$ cat src/design/ttip_pkg.sv
`default_nettype none

package ttip_pkg;

  // Field widths
  localparam int unsigned CH_W    = 8;
  localparam int unsigned RADIX_W = 6;
  localparam int unsigned POS_W   = 6;
  localparam int unsigned VAL_W   = 32;

  // Characters consumed before a result is forced
  localparam int unsigned MAX_CHARS = 31;
  localparam logic [POS_W-1:0] MAX_POS = POS_W'(MAX_CHARS);

  // Character codes
  localparam logic [CH_W-1:0] CH_NUL   = 8'h00;
  localparam logic [CH_W-1:0] CH_TAB   = 8'h09;
  localparam logic [CH_W-1:0] CH_CR    = 8'h0D;
  localparam logic [CH_W-1:0] CH_SPACE = 8'h20;
  localparam logic [CH_W-1:0] CH_PLUS  = 8'h2B;
  localparam logic [CH_W-1:0] CH_MINUS = 8'h2D;
  localparam logic [CH_W-1:0] CH_ZERO  = 8'h30;
  localparam logic [CH_W-1:0] CH_NINE  = 8'h39;
  localparam logic [CH_W-1:0] CH_UA    = 8'h41;
  localparam logic [CH_W-1:0] CH_UX    = 8'h58;
  localparam logic [CH_W-1:0] CH_UZ    = 8'h5A;
  localparam logic [CH_W-1:0] CH_LA    = 8'h61;
  localparam logic [CH_W-1:0] CH_LX    = 8'h78;
  localparam logic [CH_W-1:0] CH_LZ    = 8'h7A;
  localparam logic [CH_W-1:0] LETTER_OFS = 8'd10;

  // Bases
  localparam logic [RADIX_W-1:0] BASE_AUTO = 6'd0;
  localparam logic [RADIX_W-1:0] BASE_ONE  = 6'd1;
  localparam logic [RADIX_W-1:0] BASE_OCT  = 6'd8;
  localparam logic [RADIX_W-1:0] BASE_DEC  = 6'd10;
  localparam logic [RADIX_W-1:0] BASE_HEX  = 6'd16;
  localparam logic [RADIX_W-1:0] BASE_MAX  = 6'd36;

  // Sign codes
  localparam logic [1:0] SIGN_NONE  = 2'd0;
  localparam logic [1:0] SIGN_PLUS  = 2'd1;
  localparam logic [1:0] SIGN_MINUS = 2'd2;

  // Classified input item, front to back
  typedef struct packed {
    logic               first;
    logic [RADIX_W-1:0] radix;
    logic               bad_base;
    logic               nul;
    logic               space;
    logic               sign;
    logic               minus;
    logic               zero;
    logic               is_x;
    logic               dec;
    logic               has_dig;
    logic [RADIX_W-1:0] dig;
  } item_t;

  // Result before the final negate, back to result queue
  typedef struct packed {
    logic [VAL_W-1:0] mag;
    logic             neg;
    logic [POS_W-1:0] end_index;
    logic             bad_base;
  } result_t;

endpackage

`default_nettype wire

$ cat src/design/text_to_integer_parser_top.sv
// Channel   Direction  Handshake          Transfer when     Payload
// input     in         push / full        push && !full     ch, first, radix
// result    out        empty / pop        pop && !empty     value, end_index, bad_base
//
// One character per cycle sustained while the result queue has room; the parser
// does one multiply-add by the base per character, which sets the cycle.
// A result reaches the result ports at the earliest once its character is in the
// input queue and the parser has then written the result into the result queue.
// Synchronous reset empties both two-entry queues and clears the parse state.
// full rises with two characters queued; the parser stalls on two waiting results.
`default_nettype none

module text_to_integer_parser_top (
  input  logic                               clk,
  input  logic                               rst,
  input  logic        [ttip_pkg::CH_W-1:0]   ch,
  input  logic                               first,
  input  logic        [ttip_pkg::RADIX_W-1:0] radix,
  input  logic                               push,
  output logic                               full,
  output logic signed [ttip_pkg::VAL_W-1:0]  value,
  output logic        [ttip_pkg::POS_W-1:0]  end_index,
  output logic                               bad_base,
  output logic                               empty,
  input  logic                               pop
);

  ttip_pkg::item_t    item;
  logic               item_empty;
  logic               item_pop;
  ttip_pkg::result_t  res;
  logic               res_push;
  logic               res_full;

  // Classify and queue characters
  ttip_front u_front (
    .clk   (clk),
    .rst   (rst),
    .ch    (ch),
    .first (first),
    .radix (radix),
    .push  (push),
    .full  (full),
    .item  (item),
    .empty (item_empty),
    .pop   (item_pop)
  );

  // Parse one character per cycle while the result queue has room
  ttip_back u_back (
    .clk      (clk),
    .rst      (rst),
    .item     (item),
    .in_empty (item_empty),
    .in_pop   (item_pop),
    .res      (res),
    .res_push (res_push),
    .res_full (res_full)
  );

  // Hold results for the consumer
  ttip_oq u_oq (
    .clk       (clk),
    .rst       (rst),
    .din       (res),
    .push      (res_push),
    .full      (res_full),
    .value     (value),
    .end_index (end_index),
    .bad_base  (bad_base),
    .empty     (empty),
    .pop       (pop)
  );

endmodule

`default_nettype wire

$ cat src/design/ttip_front.sv
`default_nettype none

module ttip_front (
  input  logic                          clk,
  input  logic                          rst,
  input  logic [ttip_pkg::CH_W-1:0]     ch,
  input  logic                          first,
  input  logic [ttip_pkg::RADIX_W-1:0]  radix,
  input  logic                          push,
  output logic                          full,
  output ttip_pkg::item_t               item,
  output logic                          empty,
  input  logic                          pop
);

  ttip_pkg::item_t             cls;
  logic [ttip_pkg::CH_W-1:0]   ofs;
  ttip_pkg::item_t             mem [2];
  logic                        wp;
  logic                        rp;
  logic [1:0]                  cnt;
  logic                        do_push;
  logic                        do_pop;

  // Character classification
  always_comb begin
    cls          = '0;
    ofs          = '0;
    cls.first    = first;
    cls.radix    = radix;
    cls.bad_base = first && (radix == ttip_pkg::BASE_ONE || radix > ttip_pkg::BASE_MAX);
    cls.nul      = (ch == ttip_pkg::CH_NUL);
    cls.space    = ch inside {[ttip_pkg::CH_TAB:ttip_pkg::CH_CR], ttip_pkg::CH_SPACE};
    cls.sign     = (ch == ttip_pkg::CH_PLUS) || (ch == ttip_pkg::CH_MINUS);
    cls.minus    = (ch == ttip_pkg::CH_MINUS);
    cls.zero     = (ch == ttip_pkg::CH_ZERO);
    cls.is_x     = (ch == ttip_pkg::CH_LX) || (ch == ttip_pkg::CH_UX);
    if (ch inside {[ttip_pkg::CH_ZERO:ttip_pkg::CH_NINE]}) begin
      ofs         = ch - ttip_pkg::CH_ZERO;
      cls.dec     = 1'b1;
      cls.has_dig = 1'b1;
    end else if (ch inside {[ttip_pkg::CH_LA:ttip_pkg::CH_LZ]}) begin
      ofs         = ch - ttip_pkg::CH_LA + ttip_pkg::LETTER_OFS;
      cls.has_dig = 1'b1;
    end else if (ch inside {[ttip_pkg::CH_UA:ttip_pkg::CH_UZ]}) begin
      ofs         = ch - ttip_pkg::CH_UA + ttip_pkg::LETTER_OFS;
      cls.has_dig = 1'b1;
    end
    cls.dig = ofs[ttip_pkg::RADIX_W-1:0];
  end

  // Two-entry queue toward the back end
  assign full    = (cnt == 2'd2);
  assign empty   = (cnt == 2'd0);
  assign do_push = push && !full;
  assign do_pop  = pop && !empty;
  assign item    = mem[rp];

  always_ff @(posedge clk) begin
    if (do_push) begin
      mem[wp] <= cls;
    end
  end

  always_ff @(posedge clk) begin
    if (rst) begin
      wp  <= 1'b0;
      rp  <= 1'b0;
      cnt <= 2'd0;
    end else begin
      if (do_push) begin
        wp <= ~wp;
      end
      if (do_pop) begin
        rp <= ~rp;
      end
      if (do_push && !do_pop) begin
        cnt <= cnt + 2'd1;
      end else if (do_pop && !do_push) begin
        cnt <= cnt - 2'd1;
      end
    end
  end

endmodule

`default_nettype wire

$ cat src/design/ttip_back.sv
`default_nettype none

module ttip_back (
  input  logic             clk,
  input  logic             rst,
  input  ttip_pkg::item_t  item,
  input  logic             in_empty,
  output logic             in_pop,
  output ttip_pkg::result_t res,
  output logic             res_push,
  input  logic             res_full
);

  // Parse state
  logic                           active;
  logic                           num_started;
  logic [1:0]                     sign_seen;
  logic [ttip_pkg::RADIX_W-1:0]   work_base;
  logic [ttip_pkg::VAL_W-1:0]     accum;
  logic [ttip_pkg::POS_W-1:0]     position;
  logic                           zero_pending;

  logic                           active_next;
  logic                           num_started_next;
  logic [1:0]                     sign_seen_next;
  logic [ttip_pkg::RADIX_W-1:0]   work_base_next;
  logic [ttip_pkg::VAL_W-1:0]     accum_next;
  logic [ttip_pkg::POS_W-1:0]     position_next;
  logic                           zero_pending_next;

  // State as seen by this item (a first item restarts it)
  logic                           s_act;
  logic                           s_in;
  logic [1:0]                     s_sign;
  logic [ttip_pkg::RADIX_W-1:0]   s_wb;
  logic [ttip_pkg::VAL_W-1:0]     s_acc;
  logic [ttip_pkg::POS_W-1:0]     s_pos;
  logic                           s_zp;

  logic [ttip_pkg::RADIX_W-1:0]   wb_e;
  logic                           in_e;
  logic [ttip_pkg::RADIX_W-1:0]   eff_b;
  logic                           dig_ok;
  logic [ttip_pkg::VAL_W-1:0]     prod;
  logic [ttip_pkg::VAL_W-1:0]     sum;
  logic [ttip_pkg::POS_W-1:0]     pos_inc;
  logic                           adv;
  logic                           emit;
  logic [ttip_pkg::POS_W-1:0]     endi;
  logic                           go;

  assign in_pop = !in_empty && !res_full;
  assign go     = in_pop;

  // Restart view
  always_comb begin
    s_act  = item.first ? 1'b1 : active;
    s_in   = item.first ? 1'b0 : num_started;
    s_sign = item.first ? ttip_pkg::SIGN_NONE : sign_seen;
    s_wb   = item.first ? item.radix : work_base;
    s_acc  = item.first ? '0 : accum;
    s_pos  = item.first ? '0 : position;
    s_zp   = item.first ? 1'b0 : zero_pending;
  end

  // Digit arithmetic; a pending zero leaves the accumulator at zero
  always_comb begin
    if (s_zp) begin
      wb_e = (s_wb == ttip_pkg::BASE_AUTO) ? ttip_pkg::BASE_OCT : s_wb;
    end else begin
      wb_e = s_wb;
    end
    in_e    = s_in || s_zp;
    eff_b   = (wb_e == ttip_pkg::BASE_AUTO && item.dec) ? ttip_pkg::BASE_DEC : wb_e;
    dig_ok  = item.has_dig && (item.dig < eff_b);
    prod    = s_acc * ttip_pkg::VAL_W'(eff_b);
    sum     = prod + ttip_pkg::VAL_W'(item.dig);
    pos_inc = s_pos + ttip_pkg::POS_W'(1);
  end

  // Character step
  always_comb begin
    active_next       = active;
    num_started_next  = num_started;
    sign_seen_next    = sign_seen;
    work_base_next    = work_base;
    accum_next        = accum;
    position_next     = position;
    zero_pending_next = zero_pending;
    res               = '0;
    res_push          = 1'b0;
    adv               = 1'b0;
    emit              = 1'b0;
    endi              = s_pos;

    if (item.bad_base) begin
      // Bad base: report at once and drop all parse state
      active_next       = 1'b0;
      num_started_next  = 1'b0;
      sign_seen_next    = ttip_pkg::SIGN_NONE;
      work_base_next    = '0;
      accum_next        = '0;
      position_next     = '0;
      zero_pending_next = 1'b0;
      res.bad_base      = 1'b1;
      res_push          = 1'b1;
    end else if (s_act) begin
      active_next       = 1'b1;
      num_started_next  = in_e;
      sign_seen_next    = s_sign;
      work_base_next    = wb_e;
      accum_next        = s_acc;
      position_next     = s_pos;
      zero_pending_next = 1'b0;

      if (s_zp && item.is_x) begin
        // 0x prefix
        work_base_next   = ttip_pkg::BASE_HEX;
        num_started_next = 1'b1;
        adv              = 1'b1;
      end else if (s_zp && s_pos >= ttip_pkg::MAX_POS) begin
        emit = 1'b1;
      end else if (item.nul) begin
        emit = 1'b1;
      end else if ((wb_e == ttip_pkg::BASE_AUTO || wb_e == ttip_pkg::BASE_HEX) &&
                   !in_e && item.zero) begin
        zero_pending_next = 1'b1;
        position_next     = pos_inc;
      end else if (!in_e && s_sign == ttip_pkg::SIGN_NONE && item.space) begin
        adv = 1'b1;
      end else if (!in_e && s_sign == ttip_pkg::SIGN_NONE && item.sign) begin
        sign_seen_next = item.minus ? ttip_pkg::SIGN_MINUS : ttip_pkg::SIGN_PLUS;
        adv            = 1'b1;
      end else if (dig_ok) begin
        num_started_next = 1'b1;
        work_base_next   = eff_b;
        accum_next       = sum;
        adv              = 1'b1;
      end else begin
        emit = 1'b1;
      end

      // Move past the character; stop at the length limit
      if (adv) begin
        position_next = pos_inc;
        if (pos_inc >= ttip_pkg::MAX_POS) begin
          emit = 1'b1;
          endi = pos_inc;
        end
      end

      if (emit) begin
        active_next       = 1'b0;
        zero_pending_next = 1'b0;
        res.mag           = accum_next;
        res.neg           = (sign_seen_next == ttip_pkg::SIGN_MINUS);
        res.end_index     = endi;
        res_push          = 1'b1;
      end
    end
    if (!go) begin
      res_push = 1'b0;
    end
  end

  // State registers
  always_ff @(posedge clk) begin
    if (rst) begin
      active       <= 1'b0;
      num_started  <= 1'b0;
      sign_seen    <= ttip_pkg::SIGN_NONE;
      work_base    <= '0;
      accum        <= '0;
      position     <= '0;
      zero_pending <= 1'b0;
    end else if (go) begin
      active       <= active_next;
      num_started  <= num_started_next;
      sign_seen    <= sign_seen_next;
      work_base    <= work_base_next;
      accum        <= accum_next;
      position     <= position_next;
      zero_pending <= zero_pending_next;
    end
  end

endmodule

`default_nettype wire

$ cat src/design/ttip_oq.sv
`default_nettype none

module ttip_oq (
  input  logic                               clk,
  input  logic                               rst,
  input  ttip_pkg::result_t                  din,
  input  logic                               push,
  output logic                               full,
  output logic signed [ttip_pkg::VAL_W-1:0]  value,
  output logic        [ttip_pkg::POS_W-1:0]  end_index,
  output logic                               bad_base,
  output logic                               empty,
  input  logic                               pop
);

  ttip_pkg::result_t  mem [2];
  ttip_pkg::result_t  head;
  logic               wp;
  logic               rp;
  logic [1:0]         cnt;
  logic               do_push;
  logic               do_pop;

  assign full    = (cnt == 2'd2);
  assign empty   = (cnt == 2'd0);
  assign do_push = push && !full;
  assign do_pop  = pop && !empty;
  assign head    = mem[rp];

  // Apply the sign on the way out
  assign value     = head.neg ? -$signed(head.mag) : $signed(head.mag);
  assign end_index = head.end_index;
  assign bad_base  = head.bad_base;

  always_ff @(posedge clk) begin
    if (do_push) begin
      mem[wp] <= din;
    end
  end

  always_ff @(posedge clk) begin
    if (rst) begin
      wp  <= 1'b0;
      rp  <= 1'b0;
      cnt <= 2'd0;
    end else begin
      if (do_push) begin
        wp <= ~wp;
      end
      if (do_pop) begin
        rp <= ~rp;
      end
      if (do_push && !do_pop) begin
        cnt <= cnt + 2'd1;
      end else if (do_pop && !do_push) begin
        cnt <= cnt - 2'd1;
      end
    end
  end

endmodule

`default_nettype wire

$ cat config.mk
export PLATFORM = sky130hd
export DESIGN_NAME = text_to_integer_parser_top
export DESIGN_NICKNAME = d
export VERILOG_FILES = /design/src/design/ttip_pkg.sv /design/src/design/text_to_integer_parser_top.sv /design/src/design/ttip_front.sv /design/src/design/ttip_back.sv /design/src/design/ttip_oq.sv
export SDC_FILE = /design/constraint.sdc
export NUM_CORES = 1
export LEC_CHECK = 0
export ABC_AREA = 0
export BUFFER_PORTS_ARGS = -buffer_cell sky130_fd_sc_hd__buf_2
export CAP_MARGIN = 20
export CORE_MARGIN = 2
export CORE_UTILIZATION = 30
export CTS_CLUSTER_DIAMETER = 50
export DETAILED_ROUTE_END_ITERATION = 12
export HOLD_SLACK_MARGIN = 0.02
export SLEW_MARGIN = 10
export SYNTH_ARGS = -nofsm -noshare
export SYNTH_HDL_FRONTEND = slang
export SYNTH_HIERARCHICAL = 1
export SYNTH_SLANG_ARGS = --single-unit
$ cat constraint.sdc
create_clock -name clk -period 18 [get_ports clk]
set_input_delay 1.8 -clock clk [delete_from_list [all_inputs] [get_ports clk]]
set_output_delay 1.8 -clock clk [all_outputs]
set_load 0.01 [all_outputs]
==> impl_metrics.json <==
{
  "clock_sinks": 183,
  "grt_pass1_wl_um": 67400,
  "drt_wl_total_um": 42200,
  "syn_nets": 1758,
  "fin_area_mm2": 0.0169,
  "ys_seq_area_share_pct": 32.1,
  "core-area_mm2": 0.0503,
  "postSynth.asyncResetShare_pct": 0,
  "vias_per_cell": 5.26,
  "io_buffers": 59,
  "synthXorXnorAreaFrac_pct": 4.07,
  "utilization_pct": 33.7,
  "clkTransAtPathRegs_ps": 70,
  "ios": 60,
  "grt_usage_pct": 16.1,
  "row_count": 82,
  "critPathLaunchType": "flop",
  "hold_path.class": "reg2reg",
  "grt_antenna_before_repair": 0,
  "p_per_area_mw_per_mm2": 103,
  "setup_viol": 0,
  "post_synth.cell_area_avg_um2": 9.90,
  "ys_types": 91,
  "clk_latency_ps": 450,
  "slew_viol_final": 0,
  "power_mw": 1.74,
  "ctsHtreeMaxLevel": 4,
  "syn_to_final_growth_pct": 10.7,
  "hpwl_um": 32100,
  "tightest_slew_ps": 1080,
  "cp.required_ps": 18270,
  "synth_fa_ha_area_share_pct": 21.5,
  "synth_flop_cell": "edfxtp_1",
  "worstPathMaxFanout": 46,
  "grt_overflow_total": 0,
  "cp_data_arrival_time_ps": 8490,
  "vias": 11925,
  "die_x_um": 230,
  "cts_resized": 0,
  "initial_utilization_pct": 30.4,
  "firstDrtPassIters": 5,
  "root_buffer": "clkbuf_16",
  "worstSetupPathType": "reg2reg",
  "synthMuxAreaShare_pct": 4.66,
  "period_share_pct": 45.7,
  "crit_path_max_incr_delay_ps": 880,
  "numCtsBuffers": 17,
  "slowest_stage": "nor2_2",
  "finalNetCount": 1794,
  "cts_setup_buffers": 0,
  "sequentialPowerShare_pct": 33.6,
  "gp_congestion": 0.927,
  "synth_top_family_by_area": "adder cells",
  "p_sw_uw": 746,
  "cts_buffer_depth": 2,
  "die-area_mm2": 0.0528,
  "min_period_ps": 8220,
  "cp_cell_sequence": "mux2_2, buf_4, inv_4, o41a_4, nor3_4, nor2_1, nor2_2, and2_1, fa_1, fa_1, fa_1, ha_1, ha_1, a21oi_1, o211ai_1, o21ai_0, o21ai_0, a2111oi_2, nor3b_1, or3_1, a31oi_1",
  "synth_compound_area_share_pct": 14.7,
  "first_iter_violations": 870,
  "p_comb_share_pct": 45.4,
  "swShare_pct": 43.0,
  "grt_max_degree": 82,
  "hold_buffers": 0,
  "vdd_drop_max_v": 0.0000737,
  "placed_area_mm2": 0.0163,
  "cts_tree": "yes",
  "maxCapViolations": 0,
  "power_frac_clock_pct": 21.0,
  "cp_common_cell": "fa_1",
  "ant_nets": 0,
  "die_h_um": 230,
  "synth_cells": 1544,
  "critical-path-top-delay-family": "compound AO/OA/AOI/OAI gates",
  "synth_edf_count": 124,
  "synthSimpleGateAreaFrac_pct": 19.6,
  "skew_ps": 13.5,
  "grt_pass1_vias": 12032,
  "mostFrequentLayoutCell": "and2_1",
  "end_kind": "flop",
  "critPathBufInv": 2,
  "leakagePower_nw": 6.84,
  "rsz0062_at_grt": "no",
  "status": "finished, final reports clean",
  "drc": 0,
  "finalSetupTns_ps": 0,
  "yosysWarnings": 6,
  "wl_per_cell_um": 18.6,
  "synth-seq-cells": 183,
  "timing.fmax_mhz": 122,
  "netlist_area_mm2": 0.0153,
  "drive_above_1_share_pct": 11.0,
  "internal_power_uw": 990,
  "hold_viol": 0,
  "num_antenna_cells": 0,
  "slew_headroom_pct": 28.1,
  "final_cell_mix": "152 x and2_1, 132 x nor2_1, 124 x edfxtp_1"
}
[power by group through the flow]
stage          logic (mW)  registers, mW  clock network, mW
3_5_place_dp        0.785          0.593                  0
4_1_cts             0.788          0.583              0.374
5_1_grt             0.856          0.592              0.389
3_3_place_gp        0.772          0.590                  0
6_report            0.788          0.583              0.364
2_1_floorplan       0.525          0.573                  0
[cell usage after synthesis (all sizes together), types with 16 or more instances]
master,count,area (um^2)
and2,154,965
nor2,136,510
edfxtp,124,3720
fa,112,2240
nand2,97,364
ha,83,1040
a21oi,80,400
o21ai,77,389
inv,64,243
dfxtp,59,1180
clkbuf,41,154
nor3,40,216
xnor2,40,350
mux2i,34,340
mux2,33,372
xor2,31,272
nand3,26,130
a22oi,23,173
buf,22,121
nor2b,16,100
[sequential cells by signal, indices dropped and copies added (netlist names), 2 cells and up, named ones only]
register          flops
u_front/mem          44
u_oq/cnt              2
u_back/position       6
u_front/cnt           2
u_back/work_base      6
u_oq/mem             80
u_back/sign_seen      2
u_back/accum         32
[routing by layer]
metal | vias up | part of all wire (%) | track usage (%)
met2 | 401 | 46 | 26.0
met3 | 62 | 6.3 | 3.17
met1 | 5876 | 45 | 21.9
met4 | 0 | 2.4 | 4.90
met5 | - | 0 | 0
li1 | 5586 | - | -
[final timing paths]
path                               startpoint                          endpoint  slack (ps)  cells past startpoint
min          u_back/work_base[3]$_SDFFE_PP0P_  u_back/work_base[3]$_SDFFE_PP0P_         480                      2
max reg2reg                              flop         u_oq/mem[0][36]$_DFFE_PP_        9780                     21
max                                      flop         u_oq/mem[0][36]$_DFFE_PP_        9780                     21
min reg2reg  u_back/work_base[3]$_SDFFE_PP0P_  u_back/work_base[3]$_SDFFE_PP0P_         480                      2
[metrics by stage]
stage                     hold slack, ps  setup slack, ps  instances
after global placement               460            10180       2230
final                                483             9780       2265
after global routing                 496             9370       2265
after floorplan                      446            11160       1544
after CTS                            484             9890       2264
after detailed placement             475             9910       2232
[logic make-up (layout without fill, tap and decap cells)]
logic type      after synthesis  in the layout
simple gates                568            568
mux                          67             67
flops                       183            183
buf+inv                     127            176
compound gates              333            333
xor+xnor                     71             71
fa+ha+maj                   195            195
[worst min-delay path: cells and delay by family (launching register included)]
kind            cells  cell delay, ps
simple gates        1              60
flops               1             320
compound gates      1              60
[cell type report]
type | count | area [um^2]
clock buffers | 18 | 429
clock inverters | 14 | 138
fillers | 5108 | 33300
inverters | 64 | 243
multi-input cells | 1234 | 9900
flip-flops and latches | 183 | 4910
well taps | 672 | 841
repair buffers | 80 | 468
Power figures use the tool's default switching activity.
